==> src/rtl/pbsa_pkg.sv <==
package pbsa_pkg;

	localparam logic [1:0] OP_ALLOC = 2'd0;
	localparam logic [1:0] OP_FREE  = 2'd1;
	localparam logic [1:0] OP_CLEAR = 2'd2;

	localparam logic [1:0] STS_OK    = 2'd0;
	localparam logic [1:0] STS_FULL  = 2'd1;
	localparam logic [1:0] STS_RANGE = 2'd2;

	localparam int OP_W      = 2;
	localparam int IDX_W     = 11;
	localparam int GRANT_W   = 10;
	localparam int OFF_W     = 18;
	localparam int STS_W     = 2;
	localparam int SB_W      = 13;
	localparam logic [SB_W-1:0] SLOT_BYTES_RST = 13'd16;
	localparam logic [OFF_W:0]  OFF_MAX = 19'h3FFFF;

	typedef struct packed {
		logic [OP_W-1:0]  op;
		logic [IDX_W-1:0] slot_index;
	} in_word_t;

	typedef struct packed {
		logic [GRANT_W-1:0] granted_slot;
		logic [OFF_W-1:0]   byte_offset;
		logic [STS_W-1:0]   status;
	} out_word_t;

	typedef struct packed {
		logic capture;
		logic search;
		logic modify;
		logic load_out;
	} cmd_t;

	typedef struct packed {
		logic out_full;
	} sts_t;

endpackage

==> src/rtl/pbsa_ctrl.sv <==
module pbsa_ctrl (
	input  logic          clk,
	input  logic          arst_n,
	input  logic          in_valid,
	output logic          in_ready,
	input  pbsa_pkg::sts_t sts,
	output pbsa_pkg::cmd_t cmd
);
	import pbsa_pkg::*;

	localparam logic [1:0] S_IDLE   = 2'd0;
	localparam logic [1:0] S_SEARCH = 2'd1;
	localparam logic [1:0] S_MODIFY = 2'd2;
	localparam logic [1:0] S_DONE   = 2'd3;

	logic [1:0] state_q;
	logic [1:0] state_d;
	logic       accept;

	assign in_ready = (state_q == S_IDLE) || ((state_q == S_DONE) && !sts.out_full);
	assign accept   = in_valid && in_ready;

	always_comb begin
		state_d      = state_q;
		cmd.capture  = accept;
		cmd.search   = 1'b0;
		cmd.modify   = 1'b0;
		cmd.load_out = 1'b0;
		case (state_q)
			S_IDLE: begin
				if (accept) begin
					state_d = S_SEARCH;
				end
			end
			S_SEARCH: begin
				cmd.search = 1'b1;
				state_d    = S_MODIFY;
			end
			S_MODIFY: begin
				cmd.modify = 1'b1;
				state_d    = S_DONE;
			end
			S_DONE: begin
				if (!sts.out_full) begin
					cmd.load_out = 1'b1;
					state_d      = accept ? S_SEARCH : S_IDLE;
				end
			end
			default: begin
				state_d = S_IDLE;
			end
		endcase
	end

	always_ff @(posedge clk or negedge arst_n) begin
		if (!arst_n) begin
			state_q <= S_IDLE;
		end else begin
			state_q <= state_d;
		end
	end

endmodule

==> src/rtl/pbsa_dp.sv <==
module pbsa_dp #(
	parameter int SLOTS_PER_PAGE = 64,
	parameter int PAGE_COUNT     = 16
) (
	input  logic                          clk,
	input  logic                          arst_n,
	input  pbsa_pkg::cmd_t                cmd,
	output pbsa_pkg::sts_t                sts,
	input  pbsa_pkg::in_word_t            in_data,
	input  logic [pbsa_pkg::SB_W-1:0]     slot_bytes,
	output logic                          out_valid,
	input  logic                          out_ready,
	output pbsa_pkg::out_word_t           out_data
);
	import pbsa_pkg::*;

	localparam int SLOT_W  = $clog2(SLOTS_PER_PAGE);
	localparam int PAGE_W  = (PAGE_COUNT > 1) ? $clog2(PAGE_COUNT) : 1;
	localparam int TOTAL   = PAGE_COUNT * SLOTS_PER_PAGE;
	localparam int RCP_SH  = 16;
	localparam int RCP     = (1 << RCP_SH) / SLOTS_PER_PAGE;
	localparam int RCP_W   = RCP_SH + 1;
	localparam int PROD_W  = IDX_W + RCP_W;
	localparam int Q_W     = IDX_W;
	localparam int BASE_W  = 16;
	localparam int MUL_W   = OFF_W + 1;

	logic [SLOTS_PER_PAGE-1:0] mem [PAGE_COUNT];
	logic [PAGE_COUNT-1:0]     page_vld_q;
	logic [PAGE_COUNT-1:0]     nonfull_q;

	logic [OP_W-1:0]  op_q;
	logic [IDX_W-1:0] idx_q;
	logic [Q_W-1:0]   qest_q;
	logic             range_q;
	logic [PROD_W-1:0] rcp_prod;

	logic [PAGE_W-1:0] pf;
	logic              any_free;
	logic [Q_W-1:0]    q_fix;
	logic [IDX_W-1:0]  rem_raw;
	logic [IDX_W-1:0]  rem_fix;
	logic [PAGE_W-1:0] rd_addr;

	logic [SLOTS_PER_PAGE-1:0] rd_word_s2;
	logic                      rd_vld_s2;
	logic [PAGE_W-1:0]         page_s2;
	logic [SLOT_W-1:0]         elem_s2;
	logic [BASE_W-1:0]         base_s2;
	logic                      hit_s2;

	logic [SLOTS_PER_PAGE-1:0] word;
	logic [SLOT_W-1:0]         ea;
	logic [SLOTS_PER_PAGE-1:0] new_alloc;
	logic [SLOTS_PER_PAGE-1:0] new_free;
	logic [SLOTS_PER_PAGE-1:0] new_word;
	logic                      do_write;
	logic [MUL_W-1:0]          off_prod;
	logic [BASE_W-1:0]         grant_full;
	out_word_t                 res_d;
	out_word_t                 res_s3;

	logic      out_valid_q;
	out_word_t out_data_q;

	assign rcp_prod = PROD_W'(in_data.slot_index) * PROD_W'(RCP);

	always_ff @(posedge clk) begin
		if (cmd.capture) begin
			op_q    <= in_data.op;
			idx_q   <= in_data.slot_index;
			qest_q  <= rcp_prod[RCP_SH +: Q_W];
			range_q <= (int'(in_data.slot_index) < TOTAL);
		end
	end

	always_comb begin
		pf = '0;
		for (int p = PAGE_COUNT - 1; p >= 0; p--) begin
			if (nonfull_q[p]) begin
				pf = PAGE_W'(p);
			end
		end
	end

	assign any_free = |nonfull_q;
	assign rem_raw  = IDX_W'(idx_q - IDX_W'(qest_q * IDX_W'(SLOTS_PER_PAGE)));

	always_comb begin
		if (rem_raw >= IDX_W'(SLOTS_PER_PAGE)) begin
			q_fix   = qest_q + 1'b1;
			rem_fix = rem_raw - IDX_W'(SLOTS_PER_PAGE);
		end else begin
			q_fix   = qest_q;
			rem_fix = rem_raw;
		end
	end

	assign rd_addr = (op_q == OP_ALLOC) ? pf : q_fix[PAGE_W-1:0];

	always_ff @(posedge clk) begin
		if (cmd.search) begin
			rd_word_s2 <= mem[rd_addr];
			page_s2    <= rd_addr;
		end
		if (cmd.modify && do_write) begin
			mem[page_s2] <= new_word;
		end
	end

	always_ff @(posedge clk) begin
		if (cmd.search) begin
			rd_vld_s2 <= page_vld_q[rd_addr];
			elem_s2   <= rem_fix[SLOT_W-1:0];
			base_s2   <= BASE_W'(pf) * BASE_W'(SLOTS_PER_PAGE);
			hit_s2    <= any_free;
		end
	end

	assign word = rd_vld_s2 ? rd_word_s2 : '1;

	always_comb begin
		ea = '0;
		for (int e = SLOTS_PER_PAGE - 1; e >= 0; e--) begin
			if (word[e]) begin
				ea = SLOT_W'(e);
			end
		end
	end

	assign new_alloc = word & ~(SLOTS_PER_PAGE'(1) << ea);
	assign new_free  = word | (SLOTS_PER_PAGE'(1) << elem_s2);
	assign new_word  = (op_q == OP_ALLOC) ? new_alloc : new_free;
	assign do_write  = ((op_q == OP_ALLOC) && hit_s2) || ((op_q == OP_FREE) && range_q);
	assign off_prod  = MUL_W'(ea) * MUL_W'(slot_bytes);
	assign grant_full = base_s2 + BASE_W'(ea);

	always_comb begin
		res_d = '0;
		case (op_q)
			OP_ALLOC: begin
				if (hit_s2) begin
					res_d.granted_slot = grant_full[GRANT_W-1:0];
					res_d.byte_offset  = (off_prod > OFF_MAX) ? OFF_MAX[OFF_W-1:0]
					                                          : off_prod[OFF_W-1:0];
					res_d.status       = STS_OK;
				end else begin
					res_d.status = STS_FULL;
				end
			end
			OP_FREE: begin
				res_d.status = range_q ? STS_OK : STS_RANGE;
			end
			default: begin
				res_d = '0;
			end
		endcase
	end

	always_ff @(posedge clk) begin
		if (cmd.modify) begin
			res_s3 <= res_d;
		end
		if (cmd.load_out) begin
			out_data_q <= res_s3;
		end
	end

	always_ff @(posedge clk or negedge arst_n) begin
		if (!arst_n) begin
			page_vld_q  <= '0;
			nonfull_q   <= '1;
			out_valid_q <= 1'b0;
		end else begin
			if (cmd.search && (op_q == OP_CLEAR)) begin
				page_vld_q <= '0;
				nonfull_q  <= '1;
			end
			if (cmd.modify && do_write) begin
				page_vld_q[page_s2] <= 1'b1;
				nonfull_q[page_s2]  <= (op_q == OP_ALLOC) ? (|new_alloc) : 1'b1;
			end
			if (cmd.load_out) begin
				out_valid_q <= 1'b1;
			end else if (out_ready) begin
				out_valid_q <= 1'b0;
			end
		end
	end

	assign sts.out_full = out_valid_q && !out_ready;
	assign out_valid    = out_valid_q;
	assign out_data     = out_data_q;

endmodule

==> src/rtl/paged_bitmap_slot_allocator_core.sv <==
// Paged bitmap slot allocator.
// The pool holds PAGE_COUNT pages of SLOTS_PER_PAGE slots. Each input word on
// the in channel (valid/ready) carries an operation: allocate the lowest free
// slot, free one slot by global index, or free every slot. Each input word
// produces exactly one result word on the out channel (valid/ready) with the
// granted slot, its byte offset in the page and a status code.
// The slot_bytes register is written through cfg_wen and cfg_wdata and only
// scales the byte offset; the user must write it only while the block is idle,
// and the block itself does not enforce this. One word is processed at a time:
// a search over the per-page summary bits, then a read-modify-write of one page
// mask in the page memory, then the result enters the output register. A new
// word is accepted in the cycle the previous result is loaded.
// When the receiver stalls, the result holds in the output register and the
// next word is still taken; it waits after its memory update until the output
// register drains. Reset frees every slot at once through per-page valid bits
// and sets slot_bytes to 16; no clearing pass is needed.
module paged_bitmap_slot_allocator_core #(
	parameter int SLOTS_PER_PAGE = 64,
	parameter int PAGE_COUNT     = 16
) (
	input  logic                      clk,
	input  logic                      arst_n,
	input  logic                      in_valid,
	output logic                      in_ready,
	input  pbsa_pkg::in_word_t        in_data,
	output logic                      out_valid,
	input  logic                      out_ready,
	output pbsa_pkg::out_word_t       out_data,
	input  logic                      cfg_wen,
	input  logic [pbsa_pkg::SB_W-1:0] cfg_wdata
);
	import pbsa_pkg::*;

	logic [SB_W-1:0] slot_bytes_q;
	cmd_t            cmd;
	sts_t            sts;

	always_ff @(posedge clk or negedge arst_n) begin
		if (!arst_n) begin
			slot_bytes_q <= SLOT_BYTES_RST;
		end else if (cfg_wen) begin
			slot_bytes_q <= cfg_wdata;
		end
	end

	pbsa_ctrl u_ctrl (
		.clk      (clk),
		.arst_n   (arst_n),
		.in_valid (in_valid),
		.in_ready (in_ready),
		.sts      (sts),
		.cmd      (cmd)
	);

	pbsa_dp #(
		.SLOTS_PER_PAGE (SLOTS_PER_PAGE),
		.PAGE_COUNT     (PAGE_COUNT)
	) u_dp (
		.clk        (clk),
		.arst_n     (arst_n),
		.cmd        (cmd),
		.sts        (sts),
		.in_data    (in_data),
		.slot_bytes (slot_bytes_q),
		.out_valid  (out_valid),
		.out_ready  (out_ready),
		.out_data   (out_data)
	);

endmodule

==> config.mk <==
export PLATFORM = sky130hd
export DESIGN_NAME = paged_bitmap_slot_allocator_core
export DESIGN_NICKNAME = d
export VERILOG_FILES = /design/src/rtl/pbsa_pkg.sv /design/src/rtl/pbsa_ctrl.sv /design/src/rtl/pbsa_dp.sv /design/src/rtl/paged_bitmap_slot_allocator_core.sv
export SDC_FILE = /design/constraint.sdc
export NUM_CORES = 2
export LEC_CHECK = 0
export BUFFER_PORTS_ARGS = -buffer_cell sky130_fd_sc_hd__buf_4
export CORE_MARGIN = 4
export CORE_UTILIZATION = 63
export CTS_CLUSTER_SIZE = 24
export DETAILED_ROUTE_END_ITERATION = 16
export PLACE_DENSITY = 0.85
export REMOVE_ABC_BUFFERS = 1
export SETUP_SLACK_MARGIN = 0.15
export SYNTH_ARGS = -nofsm -noshare
export SYNTH_HDL_FRONTEND = slang
export SYNTH_SLANG_ARGS = --single-unit
==> constraint.sdc <==
create_clock -name clk -period 9.6 [get_ports clk]
set_input_delay 0.48 -clock clk [delete_from_list [all_inputs] [get_ports clk]]
set_output_delay 0.48 -clock clk [all_outputs]
set_load 0.1 [all_outputs]
==> metrics <==
final period demand of the worst path 7.97 ns; Layout area overhead 10.4%; Slew Viols, Final 0; height of the die 298 um; Worst Setup Path Type register to register; Top FF cell, synth edfxtp_1; RSZ-0062 raised after global routing false; crit start category register; Post-synth EDFFs 1177; dpl cell area 54700 sq um; initial antenna violation count 7; most frequent cells in the layout edfxtp_1, nand2_1, nand3_1, buf_4, a311oi_1; Max-Cap Viols 0; Vias 37436; Starting Density 64.0%; design area 58400 sq um; commonest non-fill, non-tap cell in the layout edfxtp_1; vias per inst 6.80; final hold violations 0; Warnings, synthesis 0; Die Wd 298 um; Pwr Density 282 nW/um^2; Worst-Skew Late Latency 0.69 ns; Clock Path Buffers 3; area share of the largest cell type after synthesis 66.8%; # clock sinks 1225; top cells by area, synth edfxtp_1, nand2_1, nand3_1; htree depth 3; post-DR wirelength/cell 27.7 um; worst hold margin 0.0408 ns; Peak Freq 125 MHz; part of the cycle the worst path needs 83.0%; Final HPWL DP 87800 um; CTS tree built; Post-DRT Antenna Nets 0; VDD IR max 0.242 mV; drt drc 0; clock root buffer clkbuf_16; worst clock skew 0.0315 ns; synthesized instance count 4313; Worst Hold Class input pin to register; Critical Path AT 8.34 ns; row count 105; gpl congestion 1.03; CP Capture Type register; Worst-Margin Slew 1.40 ns; post-synth top area cell edfxtp_1; largest net degree at the start of global routing 163; LEAKAGE 20.1 nW; Nets 4446; final wirelength 153000 um; Critical Path RT 9.97 ns; Port Buffers 62; setup_tns 0 ns; #FFs+latches synth 1225; # IOs 63; Synth Area per Inst 12.3 sq um; run status finished, final reports clean; Iter 0 DRT Violations 5894; clock-pin slew of the registers on the worst-case setup and hold paths 0.06 ns; drt pass-1 iters 6; Core ar. 82600 sq um; WP buf/inv 2; CP max stage delay 0.75 ns; global-route wire length before repair 226000 um; post-synth cell types 89; Post-Syn Area 52900 sq um; cells along the critical path or4b_4 > nor4_2 > nand3_1 > nor2_1 > nand2_1 > fa_1 > fa_1 > fa_1 > inv_1 > ha_1 > a21oi_1 > o21ai_0 > a2111oi_0 > nor3_1 > o31ai_1 > a21boi_0 > or4_1 > a31oi_1 > xor2_1 > buf_4 > a21oi_1; Post-CTS Repair Setup Buffers 0; Final Setup Violations 0; Slew HR 6.75%; all-layer global routing usage 33.9%; cell mode on critical path fa_1; CP max-delay cell edfxtp_1; Async SR Flop Fraction 3.92%; worst-path maximum fanout 17; Remaining Overflow, GRT 0; Die ar. 88600 sq um; Num CTS Buffers 114; Largest delay share family, worst path simple AND/OR/NAND/NOR gates; share of layout cells above drive strength 1 9.18%; sequential share of the synthesized area 69.2%; vias in the first global route 36405; Final Core Density 70.7%
[worst reg2reg max path, stage by stage (launching register included)]
cell	delay (ns)
edfxtp_1	0.75
or4b_4	0.59
nor4_2	0.60
nand3_1	0.55
nor2_1	0.49
nand2_1	0.12
fa_1	0.52
fa_1	0.43
fa_1	0.49
inv_1	0.04
ha_1	0.30
a21oi_1	0.23
o21ai_0	0.16
a2111oi_0	0.58
nor3_1	0.19
o31ai_1	0.31
a21boi_0	0.17
or4_1	0.42
a31oi_1	0.21
xor2_1	0.16
buf_4	0.23
a21oi_1	0.10
[state kept, by name, indices dropped and copies added, names as in the netlist, 2 cells and up]
register and count:
u_dp.nonfull_q 16, u_dp.elem_s2 6, u_ctrl.state_q 2, u_dp.base_s2 4, u_dp.res_s3 30, u_dp.page_vld_q 16
u_dp.op_q 2, slot_bytes_q 13, u_dp.idx_q 10, u_dp.out_data 30, u_dp.rd_word_s2 64, u_dp.mem 1024
u_dp.page_s2 4
[worst paths after layout]
path	from	end	slack (ns)	depth (start not counted)
setup / recovery	u_dp.rd_vld_s2	u_dp.res_s3[12]	1.63	21
hold / removal	cfg_wdata[4]	slot_bytes_q[4]	0.04	2
setup reg to reg	u_dp.rd_vld_s2	u_dp.res_s3[12]	1.63	21
hold reg to reg	u_dp.res_s3[5]	u_dp.out_data[5]	0.42	0
max in group asynchronous	arst_n	slot_bytes_q[11]	8.74	2
min in group asynchronous	arst_n	u_dp.out_valid	0.38	2
[per-stage QoR]
step           setup WS [ns]  power (mW)  std cells
2_1_floorplan         -34.05        10.8       4038
3_3_place_gp            1.89        12.0       5278
3_5_place_dp            1.82        12.1       5278
4_1_cts                 1.79        16.3       5502
5_1_grt                 1.08        17.0       5502
6_report                1.63        16.4       5505
[power breakdown]
group          switching [mW]  leakage, nW  internal (mW)
combinational            3.51         7.28           1.15
sequential              0.425         11.1           7.04
clock                    1.92         1.74           2.40
[cell usage after synthesis, drive strengths merged, types with 4 or more instances]
cell type	count
edfxtp	1177
a31oi	76
ha	32
dfrtp	31
o21bai	12
nand4	9
or4	6
or2	15
o31a	5
clkbuf	254
a21oi	79
fa	45
o21ai	106
nand2	1017
nor3	44
xor2	6
mux2i	12
and3	10
nor2	125
a2111oi	7
inv	113
o211ai	5
o21a	8
a21boi	4
a211o	6
o22ai	34
nand3	554
a221oi	67
buf	21
nor3b	13
dfstp	17
a21o	12
nand2b	41
a311oi	132
o41ai	10
or3	8
nor2b	18
o31ai	9
nor4	20
and2	101
[layer usage]
metal	up-vias	GRT usage [%]	routed length, um
li1	15975	-	-
met1	18087	45.8	54600
met2	2839	53.6	71100
met3	527	7.38	19300
met4	8	15.4	7500
met5	-	0	71
[repair_timing]
item,in CTS,in global routing
hold buffers,14,0
resized for setup,0,0
endpoints found under the hold margin,44,0
[cell families after synthesis]
logic type	Yosys count	share of synthesized area, %
AOI/OAI and AO/OA	602	8.08
xor gates and xnor gates	9	0.149
adders and majority gates	77	2.46
buffers and inverters	389	2.80
DFF	1225	69.2
muxes	15	0.291
and+or+nand+nor	1996	17.1
[cell type report]
| type | instances | area (sq um) |
|---|---|---|
| diodes | 3 | 7.51 |
| clock buffers | 139 | 3020 |
| clock inverters | 71 | 548 |
| fillers | 5114 | 24200 |
| inverters | 114 | 467 |
| multi-input cells | 2699 | 15000 |
| flip-flops and latches | 1225 | 36600 |
| well taps | 1070 | 1340 |
| repair buffers | 184 | 1480 |
Power figures use the tool's default switching activity.
